$ cat src/sv/rwu_pkg.sv
// ----------------------------------------------------------------------------
// rwu_pkg
// Shared types, constants and step functions for the RMSprop weight updater.
// ----------------------------------------------------------------------------
package rwu_pkg;

  localparam int Depth  = 4096;
  localparam int AddrW  = $clog2(Depth);
  localparam int RootW  = 24;
  localparam int DenW   = 25;
  localparam int NumW   = 36;
  localparam int QuotW  = 18;
  localparam int RemSqW = 27;

  // Configuration register indexes.
  localparam logic [7:0] CFG_LEARNING_RATE = 8'd0;
  localparam logic [7:0] CFG_DECAY         = 8'd1;
  localparam logic [7:0] CFG_EPSILON       = 8'd2;
  localparam logic [7:0] CFG_WEIGHT_LIMIT  = 8'd3;

  typedef struct packed {
    logic [11:0]        weight_index;
    logic signed [15:0] weight;
    logic signed [15:0] gradient;
  } in_beat_t;

  typedef struct packed {
    logic [11:0]        out_index;
    logic signed [15:0] new_weight;
  } out_beat_t;

  // Configuration register file contents.
  typedef struct packed {
    logic [15:0] learning_rate;
    logic [15:0] decay;
    logic [23:0] epsilon;
    logic [14:0] weight_limit;
  } cfg_t;

  // Per-item data carried alongside the arithmetic.
  typedef struct packed {
    logic [11:0]        idx;
    logic signed [15:0] w;
    logic               gneg;
    logic [NumW-1:0]    num;
  } tag_t;

  // One digit-pair step of the integer square root: returns {rem, root}.
  function automatic logic [RemSqW+RootW-1:0] sqrt_step(input logic [RemSqW-1:0] rem,
                                                        input logic [RootW-1:0]  root,
                                                        input logic [1:0]        pair);
    logic [RemSqW-1:0] r;
    logic [RemSqW-1:0] t;
    logic [RootW-1:0]  q;
    r = {rem[RemSqW-3:0], pair};
    t = {1'b0, root, 2'b01};
    if (r >= t) begin
      r = r - t;
      q = {root[RootW-2:0], 1'b1};
    end else begin
      q = {root[RootW-2:0], 1'b0};
    end
    return {r, q};
  endfunction

  // One bit of restoring division: returns {rem, quotient bit}.
  function automatic logic [DenW:0] div_step(input logic [DenW-1:0] rem,
                                             input logic            nbit,
                                             input logic [DenW-1:0] den);
    logic [DenW:0] r;
    logic          q;
    r = {rem, nbit};
    if (r >= {1'b0, den}) begin
      r = r - {1'b0, den};
      q = 1'b1;
    end else begin
      q = 1'b0;
    end
    return {r[DenW-1:0], q};
  endfunction

endpackage

$ cat src/sv/rwu_sqrt.sv
// ----------------------------------------------------------------------------
// rwu_sqrt
// Pipelined integer square root, one root bit per stage.
// ----------------------------------------------------------------------------
module rwu_sqrt (
  input  logic                       clk,
  input  logic                       rst_n,
  input  logic                       adv,
  input  logic                       in_v,
  input  logic [47:0]                in_val,
  input  rwu_pkg::tag_t              in_tag,
  output logic                       out_v,
  output logic [rwu_pkg::RootW-1:0]  out_root,
  output rwu_pkg::tag_t              out_tag
);

  localparam int N = rwu_pkg::RootW;

  logic                       v_r    [N];
  logic [rwu_pkg::RemSqW-1:0] rem_r  [N];
  logic [N-1:0]               root_r [N];
  logic [47:0]                val_r  [N];
  rwu_pkg::tag_t              tag_r  [N];

  logic [rwu_pkg::RemSqW+N-1:0] step [N];

  // Each stage consumes one pair of radicand bits, most significant first.
  always_comb begin
    step[0] = rwu_pkg::sqrt_step('0, '0, in_val[47:46]);
    for (int k = 1; k < N; k++) begin
      step[k] = rwu_pkg::sqrt_step(rem_r[k-1], root_r[k-1], val_r[k-1][47-2*k -: 2]);
    end
  end

  always_ff @(posedge clk) begin
    if (!rst_n) begin
      for (int k = 0; k < N; k++) v_r[k] <= 1'b0;
    end else if (adv) begin
      v_r[0] <= in_v;
      for (int k = 1; k < N; k++) v_r[k] <= v_r[k-1];
    end
  end

  always_ff @(posedge clk) begin
    if (adv) begin
      {rem_r[0], root_r[0]} <= step[0];
      val_r[0] <= in_val;
      tag_r[0] <= in_tag;
      for (int k = 1; k < N; k++) begin
        {rem_r[k], root_r[k]} <= step[k];
        val_r[k] <= val_r[k-1];
        tag_r[k] <= tag_r[k-1];
      end
    end
  end

  assign out_v    = v_r[N-1];
  assign out_root = root_r[N-1];
  assign out_tag  = tag_r[N-1];

endmodule

$ cat config.mk
export PLATFORM = sky130hd
export DESIGN_NAME = rwu_sqrt
export DESIGN_NICKNAME = d
export VERILOG_FILES = /design/src/sv/rwu_pkg.sv /design/src/sv/rwu_sqrt.sv
export SDC_FILE = /design/constraint.sdc
export NUM_CORES = 2
export LEC_CHECK = 0
export BUFFER_PORTS_ARGS = -buffer_cell sky130_fd_sc_hd__buf_2
export CAP_MARGIN = 20
export CORE_UTILIZATION = 45
export DETAILED_ROUTE_END_ITERATION = 6
export GPL_ROUTABILITY_DRIVEN = 0
export PLACE_DENSITY = 0.61
export SKIP_LAST_GASP = 1
export SLEW_MARGIN = 20
export SYNTH_ARGS = -nofsm -noshare
export SYNTH_HDL_FRONTEND = slang
export SYNTH_SLANG_ARGS = --single-unit
$ cat constraint.sdc
create_clock -name clk -period 7.3 [get_ports clk]
set_input_delay 0.365 -clock clk [delete_from_list [all_inputs] [get_ports clk]]
set_output_delay 0.365 -clock clk [all_outputs]
set_load 0.02 [all_outputs]
==> impl_summary.log <==
[metrics] run status: completed
[metrics] biggest area consumer among synthesized cells: sky130_fd_sc_hd__edfxtp_1
[metrics] Global Route Usage Sum: about an eighth
[metrics] fraction of layout instances using a drive strength above 1: between 10% and 20%
[metrics] worst slew slack as a fraction of its limit: between 20% and 30%
[metrics] number of antenna-violating nets in the routed design: 0
[metrics] top cells by count, synth: 2,978 x sky130_fd_sc_hd__edfxtp_1, 402 x sky130_fd_sc_hd__inv_1, 325 x sky130_fd_sc_hd__ha_1, 307 x sky130_fd_sc_hd__a21oi_1, 299 x sky130_fd_sc_hd__nor2_1
[metrics] clock buffers created by TritonCTS: 331
[metrics] max_cap viols: 0
[metrics] number of sinks handled by clock tree synthesis: approximately 3,000
[metrics] most used cell, CP: sky130_fd_sc_hd__o21a_1
[metrics] First DRT Iteration DRCs: ~3,700
[metrics] post-synthesis instance area: approximately 0.11 sq mm
[metrics] width of the die: around 500 microns
[metrics] worst slack on hold paths: 100 ps
[metrics] mean routed wirelength per cell: approximately 16 microns
[metrics] total negative setup slack: 0 ps
[metrics] starting density of the core: 45.4%
[metrics] most frequently used cell type in the post-synthesis netlist: sky130_fd_sc_hd__edfxtp_1
[metrics] vias in the first global route: about 54,000
[metrics] timing-limited maximum frequency: about 250 MHz
[metrics] RSZ-0062 raised after global routing: no
[metrics] post-CTS setup buffer count: 0
[metrics] antenna violations before repair: 4
[metrics] final setup violation count: 0
[metrics] leak pwr: 46.6 nW
[metrics] buffers added on ports: roughly 200
[metrics] compound-cell area share of the yosys netlist: under 10%
[metrics] xor/xnor share of the synthesized area: under 10%
[metrics] type of the worst setup path: flip-flop to flip-flop
[metrics] Primary FF master, synth: sky130_fd_sc_hd__edfxtp_1
[metrics] library cells used by synthesis: between 80 and 90
[metrics] flops & latches, synth: 2,979
[metrics] IO Pins: 207
[metrics] number of iterations in the first detailed-routing pass: 6
[metrics] largest stage delay on the critical path: 810 ps
[metrics] dominant cells by area after synthesis: sky130_fd_sc_hd__edfxtp_1 80%, sky130_fd_sc_hd__ha_1 3.6%, sky130_fd_sc_hd__xnor2_1 1.9%
[metrics] source-to-sink clock delay at the later pin of the worst-skew pair: a little over 900 ps
[metrics] cell-by-cell listing of the critical path: ha_1 > o21a_1 > nor4_1 > o41ai_1 > a221o_1 > nand2_1 > o21a_1 > nor3_1 > nand3_1 > xnor2_1
[metrics] die height: 501 microns
[metrics] element type at the critical path end: flip-flop
[metrics] mux contribution to synthesized area: less than 1%
[metrics] Top Family by Delay on Critical Path: compound AO/OA/AOI/OAI gates
[metrics] number of flops mapped to enable cells by yosys: about 3,000
[metrics] basic-gate share of the synthesized area counting and, or, nand and nor cells: under 10%
[metrics] async set-reset flop share out of synthesis: 0%
[metrics] first-pass GRT wire length: between 200 and 300 mm
[metrics] Slowest cell on crit path: sky130_fd_sc_hd__o41ai_1
[metrics] pin count of the biggest net entering global routing: roughly 190
[metrics] CTS H-tree lvls: 5
[metrics] worst slew pin tran: approximately 1100 ps
[metrics] power density relative to cell area: ~320 mW/mm^2
[metrics] cell at the root of the clock tree: sky130_fd_sc_hd__clkbuf_16
[metrics] main combinational cell family by area after synthesis: simple AND/OR/NAND/NOR gates
[metrics] count of fill cells added during filler insertion: between 15,000 and 20,000
[metrics] aggregate global routing overflow: 0
[metrics] WP buf/inv: 0
[metrics] total number of placement rows: between 150 and 200
[metrics] worst supply voltage drop on vdd: roughly 0.22 mV
[metrics] post-synthesis adder-cell area fraction: approximately 3.6%
[metrics] sequential-to-total area share from yosys stat: roughly four fifths
[metrics] count of final hold-check violations: 0
[metrics] Layout Nets: approximately 7,500
[metrics] HPWL after detailed placement: 102 mm
[metrics] area growth from synthesis to final layout: 14.2%
[metrics] synth warn: 0
[metrics] Post-route DRC: 0
[metrics] maximum root-to-sink buffer count: 4
[metrics] via total after detailed routing: approximately 53,000
[metrics] clock slew at reported path FFs: about 60 ps
[metrics] startpoint type of the worst setup path: flip-flop
[metrics] worst min path class: primary input to flip-flop
[metrics] Min Clock Period, post-route: just over 4000 ps
[metrics] final period utilization: a little under three fifths
[metrics] Resized Gates After CTS: 0
[metrics] critical path fanouts, max: 23
[metrics] Core Area: between 0.2 and 0.25 sq mm
[metrics] syn nets: 6,932
[metrics] share of the synthesized area in the top cell type: around four fifths
[metrics] synthesized area per cell: ~17 sq um
[metrics] data arrival time of the critical path: 4700 ps
[metrics] gate count after technology mapping: 6,490
[metrics] full die area: around 0.25 sq mm
[metrics] TritonCTS clock tree: built
[metrics] CP Data Required Time: 7930 ps
[metrics] drt total wl: 166 mm
[metrics] largest clock skew in the final design: roughly 76 ps
[metrics] vias per inst: approximately 5.0
[metrics] final number of max-transition violations: 0
## state kept, by name, summed over array words and instances, names as in the netlist
name      count
out_root     24
rem_r       543
root_r      276
tag_r      1560
v_r          24
val_r       552
## metal layers
| metal | vias up | share of wire [%] | global-route usage [%] |
|---|---|---|---|
| met2 | 1112 | 51 | 23.1 |
| met4 | 0 | 4.7 | 6.86 |
| met5 | - | 0 | 0 |
| met3 | 492 | 4.4 | 2.95 |
| met1 | 25300 | 40 | 14.6 |
| li1 | 25600 | - | - |
## cells in the final DEF, fill, tap and decap left out, types with 44 or more instances in the layout
| cell | count |
|---|---|
| sky130_fd_sc_hd__and3_1 | 44 |
| sky130_fd_sc_hd__nand4_1 | 48 |
| sky130_fd_sc_hd__nand2b_1 | 60 |
| sky130_fd_sc_hd__buf_2 | 205 |
| sky130_fd_sc_hd__clkbuf_1 | 66 |
| sky130_fd_sc_hd__nor2_1 | 298 |
| sky130_fd_sc_hd__mux2_2 | 49 |
| sky130_fd_sc_hd__clkbuf_16 | 334 |
| sky130_fd_sc_hd__ha_1 | 325 |
| sky130_fd_sc_hd__clkinv_2 | 56 |
| sky130_fd_sc_hd__xnor2_1 | 242 |
| sky130_fd_sc_hd__nor4_1 | 55 |
| sky130_fd_sc_hd__a21oi_1 | 307 |
| sky130_fd_sc_hd__nor3_1 | 111 |
| sky130_fd_sc_hd__nand2_1 | 297 |
| sky130_fd_sc_hd__nand3_1 | 80 |
| sky130_fd_sc_hd__inv_1 | 402 |
| sky130_fd_sc_hd__nor2b_1 | 45 |
| sky130_fd_sc_hd__clkinv_1 | 62 |
| sky130_fd_sc_hd__o21ai_0 | 222 |
| sky130_fd_sc_hd__a21o_1 | 102 |
| sky130_fd_sc_hd__dlygate4sd3_1 | 119 |
| sky130_fd_sc_hd__edfxtp_1 | 2978 |
| sky130_fd_sc_hd__o21a_1 | 58 |
| sky130_fd_sc_hd__xor2_1 | 198 |
## cells by family (layout without fill, tap and decap cells)
logic type / Yosys count / after routing
AOI/OAI and AO/OA: 911 / 911
xor gates and xnor gates: 440 / 440
adders and majority gates: 325 / 325
buffers and inverters: 570 / 1334
DFF: 2979 / 2979
muxes: 58 / 58
other: 1 / 3
and+or+nand+nor: 1206 / 1206
## layout make-up
class	instances	area, sq um	share of cell area (%)
tap	3312	4140	3.24
clock inverter	164	1340	1.04
clock buffer	402	8630	6.74
inverter	404	1520	1.18
antenna	2	5.00	0.00391
timing repair buffer	364	2720	2.12
multi-input combinational	2941	20200	15.8
sequential	2979	89400	69.9
## worst reg2reg max path: cells and delay by family (launching register included)
| family | cells | cell delay (ps) |
|---|---|---|
| flip-flops | 1 | 410 |
| XOR/XNOR | 1 | 160 |
| AND/OR/NAND/NOR | 4 | 1080 |
| AO/OA/AOI/OAI | 4 | 1760 |
| adder cells (fa/ha/maj) | 1 | 380 |
## what timing repair did
action	CTS	global route
hold buffers	119	0
hold endpoints to repair	209	0
setup endpoints to repair	0	0
## where the power goes
| group | leakage, nW | total (W) | internal [W] | switching (W) |
|---|---|---|---|---|
| Combinational | 12.8 | 0.00392 | 0.00165 | 0.00227 |
| Clock | 4.88 | 0.0152 | 0.00900 | 0.00624 |
| Sequential | 28.9 | 0.0213 | 0.0206 | 0.000662 |
## final timing paths
check | depth (start not counted) | slack [ps] | to | start
worst max-delay path | 10 | 3230 | rem_r[375] | rem_r[378]
worst min-delay path | 2 | 100 | tag_r[0][0] | in_tag[0]
worst max register to register | 10 | 3230 | rem_r[375] | rem_r[378]
worst min register to register | 0 | 370 | tag_r[0][327] | tag_r[0][262]
## through the flow
stage | instance area (sq um) | power [W] | instances | setup slack (ps) | utilization, %
CTS | 128000 | 0.0411 | 10600 | 3250 | 51.9
floorplan | 112000 | 0.0242 | 6490 | 4040 | -
detailed placement | 117000 | 0.0255 | 9881 | 3280 | 47.3
global route | 128000 | 0.0423 | 10600 | 3020 | 51.9
finish | 128000 | 0.0405 | 10600 | 3230 | 51.9
global placement | 117000 | 0.0253 | 9881 | 3430 | 47.3
Note: power is estimated with default switching activity, not from simulation.
