`config.mk`:
```
export PLATFORM = sky130hd
export DESIGN_NAME = rwu_div
export DESIGN_NICKNAME = d
export VERILOG_FILES = /design/src/sv/rwu_pkg.sv /design/src/sv/rwu_div.sv
export SDC_FILE = /design/constraint.sdc
export NUM_CORES = 2
export LEC_CHECK = 0
export BUFFER_PORTS_ARGS = -buffer_cell sky130_fd_sc_hd__buf_2
export CORE_AREA = 2 2 471 473
export DETAILED_ROUTE_END_ITERATION = 10
export DIE_AREA = 0 0 473 475
export GPL_TIMING_DRIVEN = 0
export PLACE_DENSITY = 0.57
export SLEW_MARGIN = 20
export SYNTH_ARGS = -nofsm -noshare
export SYNTH_HDL_FRONTEND = slang
export SYNTH_SLANG_ARGS = --single-unit
```
`constraint.sdc`:
```
create_clock -name clk -period 7.4 [get_ports clk]
set_clock_uncertainty 0.2 [all_clocks]
set_input_delay 1.11 -clock clk [delete_from_list [all_inputs] [get_ports clk]]
set_output_delay 1.11 -clock clk [all_outputs]
set_load 0.02 [all_outputs]
```
`src/sv/rwu_pkg.sv`:
```
// ----------------------------------------------------------------------------
// rwu_pkg
// Shared types, constants and step functions for the RMSprop weight updater.
// ----------------------------------------------------------------------------
package rwu_pkg;

  localparam int Depth  = 4096;
  localparam int AddrW  = $clog2(Depth);
  localparam int RootW  = 24;
  localparam int DenW   = 25;
  localparam int NumW   = 36;
  localparam int QuotW  = 18;
  localparam int RemSqW = 27;

  // Configuration register indexes.
  localparam logic [7:0] CFG_LEARNING_RATE = 8'd0;
  localparam logic [7:0] CFG_DECAY         = 8'd1;
  localparam logic [7:0] CFG_EPSILON       = 8'd2;
  localparam logic [7:0] CFG_WEIGHT_LIMIT  = 8'd3;

  typedef struct packed {
    logic [11:0]        weight_index;
    logic signed [15:0] weight;
    logic signed [15:0] gradient;
  } in_beat_t;

  typedef struct packed {
    logic [11:0]        out_index;
    logic signed [15:0] new_weight;
  } out_beat_t;

  // Configuration register file contents.
  typedef struct packed {
    logic [15:0] learning_rate;
    logic [15:0] decay;
    logic [23:0] epsilon;
    logic [14:0] weight_limit;
  } cfg_t;

  // Per-item data carried alongside the arithmetic.
  typedef struct packed {
    logic [11:0]        idx;
    logic signed [15:0] w;
    logic               gneg;
    logic [NumW-1:0]    num;
  } tag_t;

  // One digit-pair step of the integer square root: returns {rem, root}.
  function automatic logic [RemSqW+RootW-1:0] sqrt_step(input logic [RemSqW-1:0] rem,
                                                        input logic [RootW-1:0]  root,
                                                        input logic [1:0]        pair);
    logic [RemSqW-1:0] r;
    logic [RemSqW-1:0] t;
    logic [RootW-1:0]  q;
    r = {rem[RemSqW-3:0], pair};
    t = {1'b0, root, 2'b01};
    if (r >= t) begin
      r = r - t;
      q = {root[RootW-2:0], 1'b1};
    end else begin
      q = {root[RootW-2:0], 1'b0};
    end
    return {r, q};
  endfunction

  // One bit of restoring division: returns {rem, quotient bit}.
  function automatic logic [DenW:0] div_step(input logic [DenW-1:0] rem,
                                             input logic            nbit,
                                             input logic [DenW-1:0] den);
    logic [DenW:0] r;
    logic          q;
    r = {rem, nbit};
    if (r >= {1'b0, den}) begin
      r = r - {1'b0, den};
      q = 1'b1;
    end else begin
      q = 1'b0;
    end
    return {r[DenW-1:0], q};
  endfunction

endpackage

```
`src/sv/rwu_div.sv`:
```
// ----------------------------------------------------------------------------
// rwu_div
// Step computation: rounded lr*g/(root+eps) by a pipelined restoring divider,
// then subtraction from the weight and symmetric clamp.
// ----------------------------------------------------------------------------
module rwu_div (
  input  logic                      clk,
  input  logic                      rst_n,
  input  logic                      adv,
  input  logic                      in_v,
  input  logic [rwu_pkg::RootW-1:0] in_root,
  input  rwu_pkg::tag_t             in_tag,
  input  rwu_pkg::cfg_t             cfg,
  output logic                      out_v,
  output rwu_pkg::out_beat_t        out_beat
);

  localparam int Q  = rwu_pkg::QuotW;
  localparam int DW = rwu_pkg::DenW;
  localparam int NW = rwu_pkg::NumW + 1;

  logic [DW-1:0] den;
  logic [NW-1:0] nsum;

  // Front stage: denominator, rounded numerator, overflow and zero flags.
  logic          d0_v_r;
  logic [DW-1:0] d0_den_r;
  logic [NW-1:0] d0_n_r;
  logic [DW-1:0] d0_rem_r;
  logic          d0_zero_r;
  logic          d0_ovf_r;
  rwu_pkg::tag_t d0_tag_r;

  // Divider stages.
  logic          v_r    [Q];
  logic [DW-1:0] den_r  [Q];
  logic [NW-1:0] n_r    [Q];
  logic [DW-1:0] rem_r  [Q];
  logic [Q-1:0]  q_r    [Q];
  logic          zero_r [Q];
  logic          ovf_r  [Q];
  rwu_pkg::tag_t tag_r  [Q];

  logic [DW:0] step [Q];

  logic [Q-1:0]       stepmag;
  logic signed [19:0] sstep;
  logic signed [19:0] nw;
  logic signed [19:0] lim;
  logic signed [19:0] clamped;

  assign den  = DW'(in_root) + DW'(cfg.epsilon);
  assign nsum = NW'(in_tag.num) + NW'(den[DW-1:1]);

  always_ff @(posedge clk) begin
    if (adv) begin
      d0_den_r  <= den;
      d0_n_r    <= nsum;
      d0_rem_r  <= DW'(nsum[NW-1:Q]);
      d0_zero_r <= (den == '0);
      d0_ovf_r  <= (DW'(nsum[NW-1:Q]) >= den);
      d0_tag_r  <= in_tag;
    end
  end

  // One quotient bit per stage, most significant first.
  always_comb begin
    step[0] = rwu_pkg::div_step(d0_rem_r, d0_n_r[Q-1], d0_den_r);
    for (int k = 1; k < Q; k++) begin
      step[k] = rwu_pkg::div_step(rem_r[k-1], n_r[k-1][Q-1-k], den_r[k-1]);
    end
  end

  always_ff @(posedge clk) begin
    if (!rst_n) begin
      d0_v_r <= 1'b0;
      for (int k = 0; k < Q; k++) v_r[k] <= 1'b0;
    end else if (adv) begin
      d0_v_r <= in_v;
      v_r[0] <= d0_v_r;
      for (int k = 1; k < Q; k++) v_r[k] <= v_r[k-1];
    end
  end

  always_ff @(posedge clk) begin
    if (adv) begin
      rem_r[0]  <= step[0][DW:1];
      q_r[0]    <= {{(Q-1){1'b0}}, step[0][0]};
      den_r[0]  <= d0_den_r;
      n_r[0]    <= d0_n_r;
      zero_r[0] <= d0_zero_r;
      ovf_r[0]  <= d0_ovf_r;
      tag_r[0]  <= d0_tag_r;
      for (int k = 1; k < Q; k++) begin
        rem_r[k]  <= step[k][DW:1];
        q_r[k]    <= {q_r[k-1][Q-2:0], step[k][0]};
        den_r[k]  <= den_r[k-1];
        n_r[k]    <= n_r[k-1];
        zero_r[k] <= zero_r[k-1];
        ovf_r[k]  <= ovf_r[k-1];
        tag_r[k]  <= tag_r[k-1];
      end
    end
  end

  // Apply the step; a saturated quotient always drives the weight to the bound.
  always_comb begin
    if (zero_r[Q-1]) begin
      stepmag = '0;
    end else if (ovf_r[Q-1]) begin
      stepmag = '1;
    end else begin
      stepmag = q_r[Q-1];
    end
    sstep = tag_r[Q-1].gneg ? -$signed(20'(stepmag)) : $signed(20'(stepmag));
    nw    = 20'(tag_r[Q-1].w) - sstep;
    lim   = $signed(20'(cfg.weight_limit));
    if (nw > lim) begin
      clamped = lim;
    end else if (nw < -lim) begin
      clamped = -lim;
    end else begin
      clamped = nw;
    end
  end

  assign out_v               = v_r[Q-1];
  assign out_beat.out_index  = tag_r[Q-1].idx;
  assign out_beat.new_weight = clamped[15:0];

endmodule

```
==> key figures <==
Detailed routing
  • WL final: about 190 mm
  • Via count of the routed design: ~53000
  • First-pass iteration count of the detailed router: 5
  • Number of nets still failing antenna checks after routing: 0
  • Number of DRC markers in iteration 0: around 3600
  • DRC viols: 0
  • Average detailed-routed wire length per instance: roughly 19 um
  • Vias per cell: about 5.2

Layout
  • Commonest cells after routing, fill and taps aside: sky130_fd_sc_hd__edfxtp_1 (1826), sky130_fd_sc_hd__inv_1 (636), sky130_fd_sc_hd__ha_1 (559), sky130_fd_sc_hd__a21oi_1 (473), sky130_fd_sc_hd__nor2_1 (444)
  • Core Util, Final: 45.7%
  • Multi-input logic area: roughly 30000 sq um
  • Share of final-layout standard cells stronger than drive strength 1: a little under an eighth
  • Final-stage net count: between 7000 and 8000
  • Area Overhead vs Synth: 14.4%
  • Post-layout instance count excluding filler cells: 10200
  • Count of fill cells added during filler insertion: ~20000
  • Commonest non-fill, non-tap cell in the layout: sky130_fd_sc_hd__edfxtp_1
  • FF+latch area: about 55000 sq um

Clock tree
  • TritonCTS Sinks: 1844
  • TritonCTS clock tree: done
  • Cts bufs inserted: 197
  • Post-CTS Hold Fix Bufs: 0
  • Clk Tree Root Cell: sky130_fd_sc_hd__clkbuf_16
  • Worst-Skew Late Latency: roughly 850 ps
  • Post-CTS clock slew at the launch and capture registers of the worst setup and hold paths: 60 ps
  • Number of levels the H-tree was split into: 4
  • Maximum clock path buffer count: 3

Worst setup path
  • Worst reg2reg path depth: 12
  • Element type at the critical path end: output port
  • Capture point of the worst reg-to-reg path: rem_r[10][23]$_DFFE_PP_
  • Critical Path Source Type: register
  • Worst Path Max Fanout: 5
  • Launch point of the worst reg-to-reg path: den_r[9][0]$_DFFE_PP_
  • Required time worst endpoint: about 6100 ps
  • Arrival time at the worst endpoint: about 6700 ps
  • Critical-path top delay cell: sky130_fd_sc_hd__o41a_1
  • Slowest cell delay on critical path: approximately 430 ps
  • Register-to-register path setup slack: roughly 2600 ps
  • Worst Setup Path Type: reg -> out

Hold path
  • WHS Endpoint: tag_r[4][54]$_DFFE_PP_
  • Start point of the worst min-delay path: tag_r[3][54]$_DFFE_PP_
  • Min-delay worst type: reg -> reg
  • Hold Path Cell Cnt: 0

Timing
  • Peak clock frequency supported by timing: 0.124 GHz
  • Tightest Pin Transition: approximately 1100 ps
  • Relative slew slack: ~29%
  • Portion of the clock cycle consumed by the worst path in the final layout: 109%
  • Post-route minimum period: ~8000 ps
  • Hold Fails Final Rpt: 0
  • RSZ-0062 raised after global routing: yes
  • PnR worst setup slack: -654 ps
  • Slew Limit Fails: 0
  • Post-Route Hold Slack: about 190 ps
  • Finish-stage setup viols: 16

Place
  • Port Buffers: 157
  • Estimated wirelength of the detail-placed design: 140 mm
  • DP Worst Slack: -2110 ps
  • Gp weighted congestion: between 0.8 and 0.9
  • Number of instances in the placed design: between 9000 and 10000

Job
  • Maximum capacitance violations: 0

Synthesis
  • Distinct cells, synth: 92
  • Post-synthesis async set-or-reset flop share: 0%
  • Cells after Synth: a little under 7000
  • Primary flip-flop cell chosen by synthesis mapping: sky130_fd_sc_hd__edfxtp_1
  • Average cell area after synthesis: between 10 and 15 sq um
  • Number of synthesis warnings: 0
  • Mapped Nets: about 7500
  • Biggest area contributors in the synthesized netlist: sky130_fd_sc_hd__edfxtp_1 (63%), sky130_fd_sc_hd__ha_1 (8.1%), sky130_fd_sc_hd__a21oi_1 (2.8%), sky130_fd_sc_hd__inv_1 (2.7%), sky130_fd_sc_hd__xnor2_1 (2.5%)
  • Register bit count reported by yosys: between 1500 and 2000
  • Cell type with the largest total area after synthesis: sky130_fd_sc_hd__edfxtp_1
  • Number of enable-type register cells in the synthesized netlist: 1826
  • Post-synthesis instance area: roughly 87000 sq um
  • Top cell type's share of synthesized area: between 60 and 70%
  • Register area share after synthesis: 63.1%

Global routing
  • Initial antenna violation count: 5
  • Global-route wire length before repair: around 300 mm
  • Final global-route overflow total: 0
  • Global-route total usage across every layer: between 10% and 20%
  • Via count of the first global-routing pass: just over 50000
  • Largest net degree at the start of global routing: roughly 150

Die
  • Placeable core region: between 200000 and 250000 sq um
  • Vertical extent of the die: 475 um
  • Floorplan row count: around 170
  • Initial standard-cell utilization of the core: approximately 40%
  • Num ports: between 150 and 200
  • DIE AREA: 225000 sq um
  • Die Wd: 473 um

Power and ir drop
  • Leakage power: 0.0388 uW
  • Maximum resistive drop on vdd: between 0.2 and 0.3 mV
  • Power Density: 381 nW/um^2
  • Post-layout power: approximately 38000 uW

Run status
  • Outcome: finished, violations left
  • Violated checks: setup timing
worst max-delay path by stage:
stage,depth (start not counted),slack [ps],startpoint,endpoint
after floorplan,33,40,in_root[0],d0_ovf_r$_DFFE_PP_
after global placement,1,-24100,adv,tag_r[10][41]$_DFFE_PP_
after detailed placement,30,-2110,ovf_r[17]$_DFFE_PP_,out_beat[1]
after CTS,32,-720,ovf_r[17]$_DFFE_PP_,out_beat[1]
after global routing,33,-940,ovf_r[17]$_DFFE_PP_,out_beat[5]
final,33,-650,ovf_r[17]$_DFFE_PP_,out_beat[5]
per-stage QoR:
step | area [sq um] | setup TNS [ps]
after floorplan | 87500 | 0
after global placement | 91800 | -
after detailed placement | 92300 | -33080
after CTS | 99600 | -10520
after global routing | 100000 | -13730
final | 100000 | -8730
layer usage:
layer,GRT usage [%],wire length [um],vias up
met2,28.8,93300,990
met5,0,0,-
met1,22.0,84600,25400
met3,2.64,8100,307
li1,-,-,25800
met4,5.06,4860,0
repair_timing:
item                       CTS  global route
setup endpoints to repair   17            17
pin swaps                   47            45
gates cloned                 5             1
setup buffers               28             8
gates resized for setup    159            64
area by class of cell:
cell class	count	area share (%)
sequential	1844	55.2
multi-input combinational	4140	30.2
clock buffer	231	5.10
tap	2871	3.59
inverter	642	2.41
timing repair buffer	213	1.66
clock inverter	121	1.26
buffer	108	0.620
antenna	1	0.00250
sequential cells by signal, indices dropped and copies added (netlist names):
register   flops
v_r           18
rem_r        425
d0_zero_r      1
den_r        425
d0_n_r        37
d0_v_r         1
q_r          171
ovf_r         18
d0_den_r      25
zero_r        18
d0_ovf_r       1
tag_r        522
d0_tag_r      29
n_r          153
synth_stat cells, types with 26 or more instances:
library cell and instances:
sky130_fd_sc_hd__clkbuf_1 73, sky130_fd_sc_hd__nand3_1 82, sky130_fd_sc_hd__o21ai_0 376, sky130_fd_sc_hd__nor3_1 104, sky130_fd_sc_hd__nor2b_1 79, sky130_fd_sc_hd__nand4_1 66, sky130_fd_sc_hd__or3_1 26, sky130_fd_sc_hd__o31ai_1 40
sky130_fd_sc_hd__mux2_2 124, sky130_fd_sc_hd__edfxtp_1 1826, sky130_fd_sc_hd__nand2_1 380, sky130_fd_sc_hd__and3_1 32, sky130_fd_sc_hd__a211oi_1 60, sky130_fd_sc_hd__o21bai_1 57, sky130_fd_sc_hd__a31oi_1 46, sky130_fd_sc_hd__or2_2 29
sky130_fd_sc_hd__ha_1 569, sky130_fd_sc_hd__nor2_1 455, sky130_fd_sc_hd__a21oi_1 489, sky130_fd_sc_hd__a21boi_0 26, sky130_fd_sc_hd__xor2_1 161, sky130_fd_sc_hd__mux2i_1 33, sky130_fd_sc_hd__a21o_1 161, sky130_fd_sc_hd__inv_1 639
sky130_fd_sc_hd__xnor2_1 247, sky130_fd_sc_hd__nand2b_1 85, sky130_fd_sc_hd__o21a_1 69
worst max-delay path, delay by kind of cell (launching register included):
| kind | cells | cell delay [ps] |
|---|---|---|
| AOI/OAI and AO/OA | 13 | 2370 |
| adders and majority gates | 3 | 710 |
| buffers and inverters | 7 | 950 |
| DFF | 1 | 380 |
| and+or+nand+nor | 10 | 1510 |
cells by family (layout without fill, tap and decap cells):
kind of cell | count (synthesis) | count (layout) | share of synthesized area (%)
flip-flops | 1844 | 1844 | 63.1
AO/OA/AOI/OAI | 1539 | 1539 | 11.1
AND/OR/NAND/NOR | 1446 | 1446 | 7.85
buffers and inverters | 752 | 1315 | 3.33
adder cells (fa/ha/maj) | 589 | 589 | 8.60
XOR/XNOR | 408 | 408 | 4.09
multiplexers | 158 | 158 | 1.99
other | 0 | 1 | 0
power by group:
part | leakage, uW | switching, uW | internal (uW)
sequential | 0.0180 | 992 | 14100
combinational | 0.0177 | 7780 | 5690
clock | 0.00307 | 4110 | 5510
(Power assumes the default switching activity.)
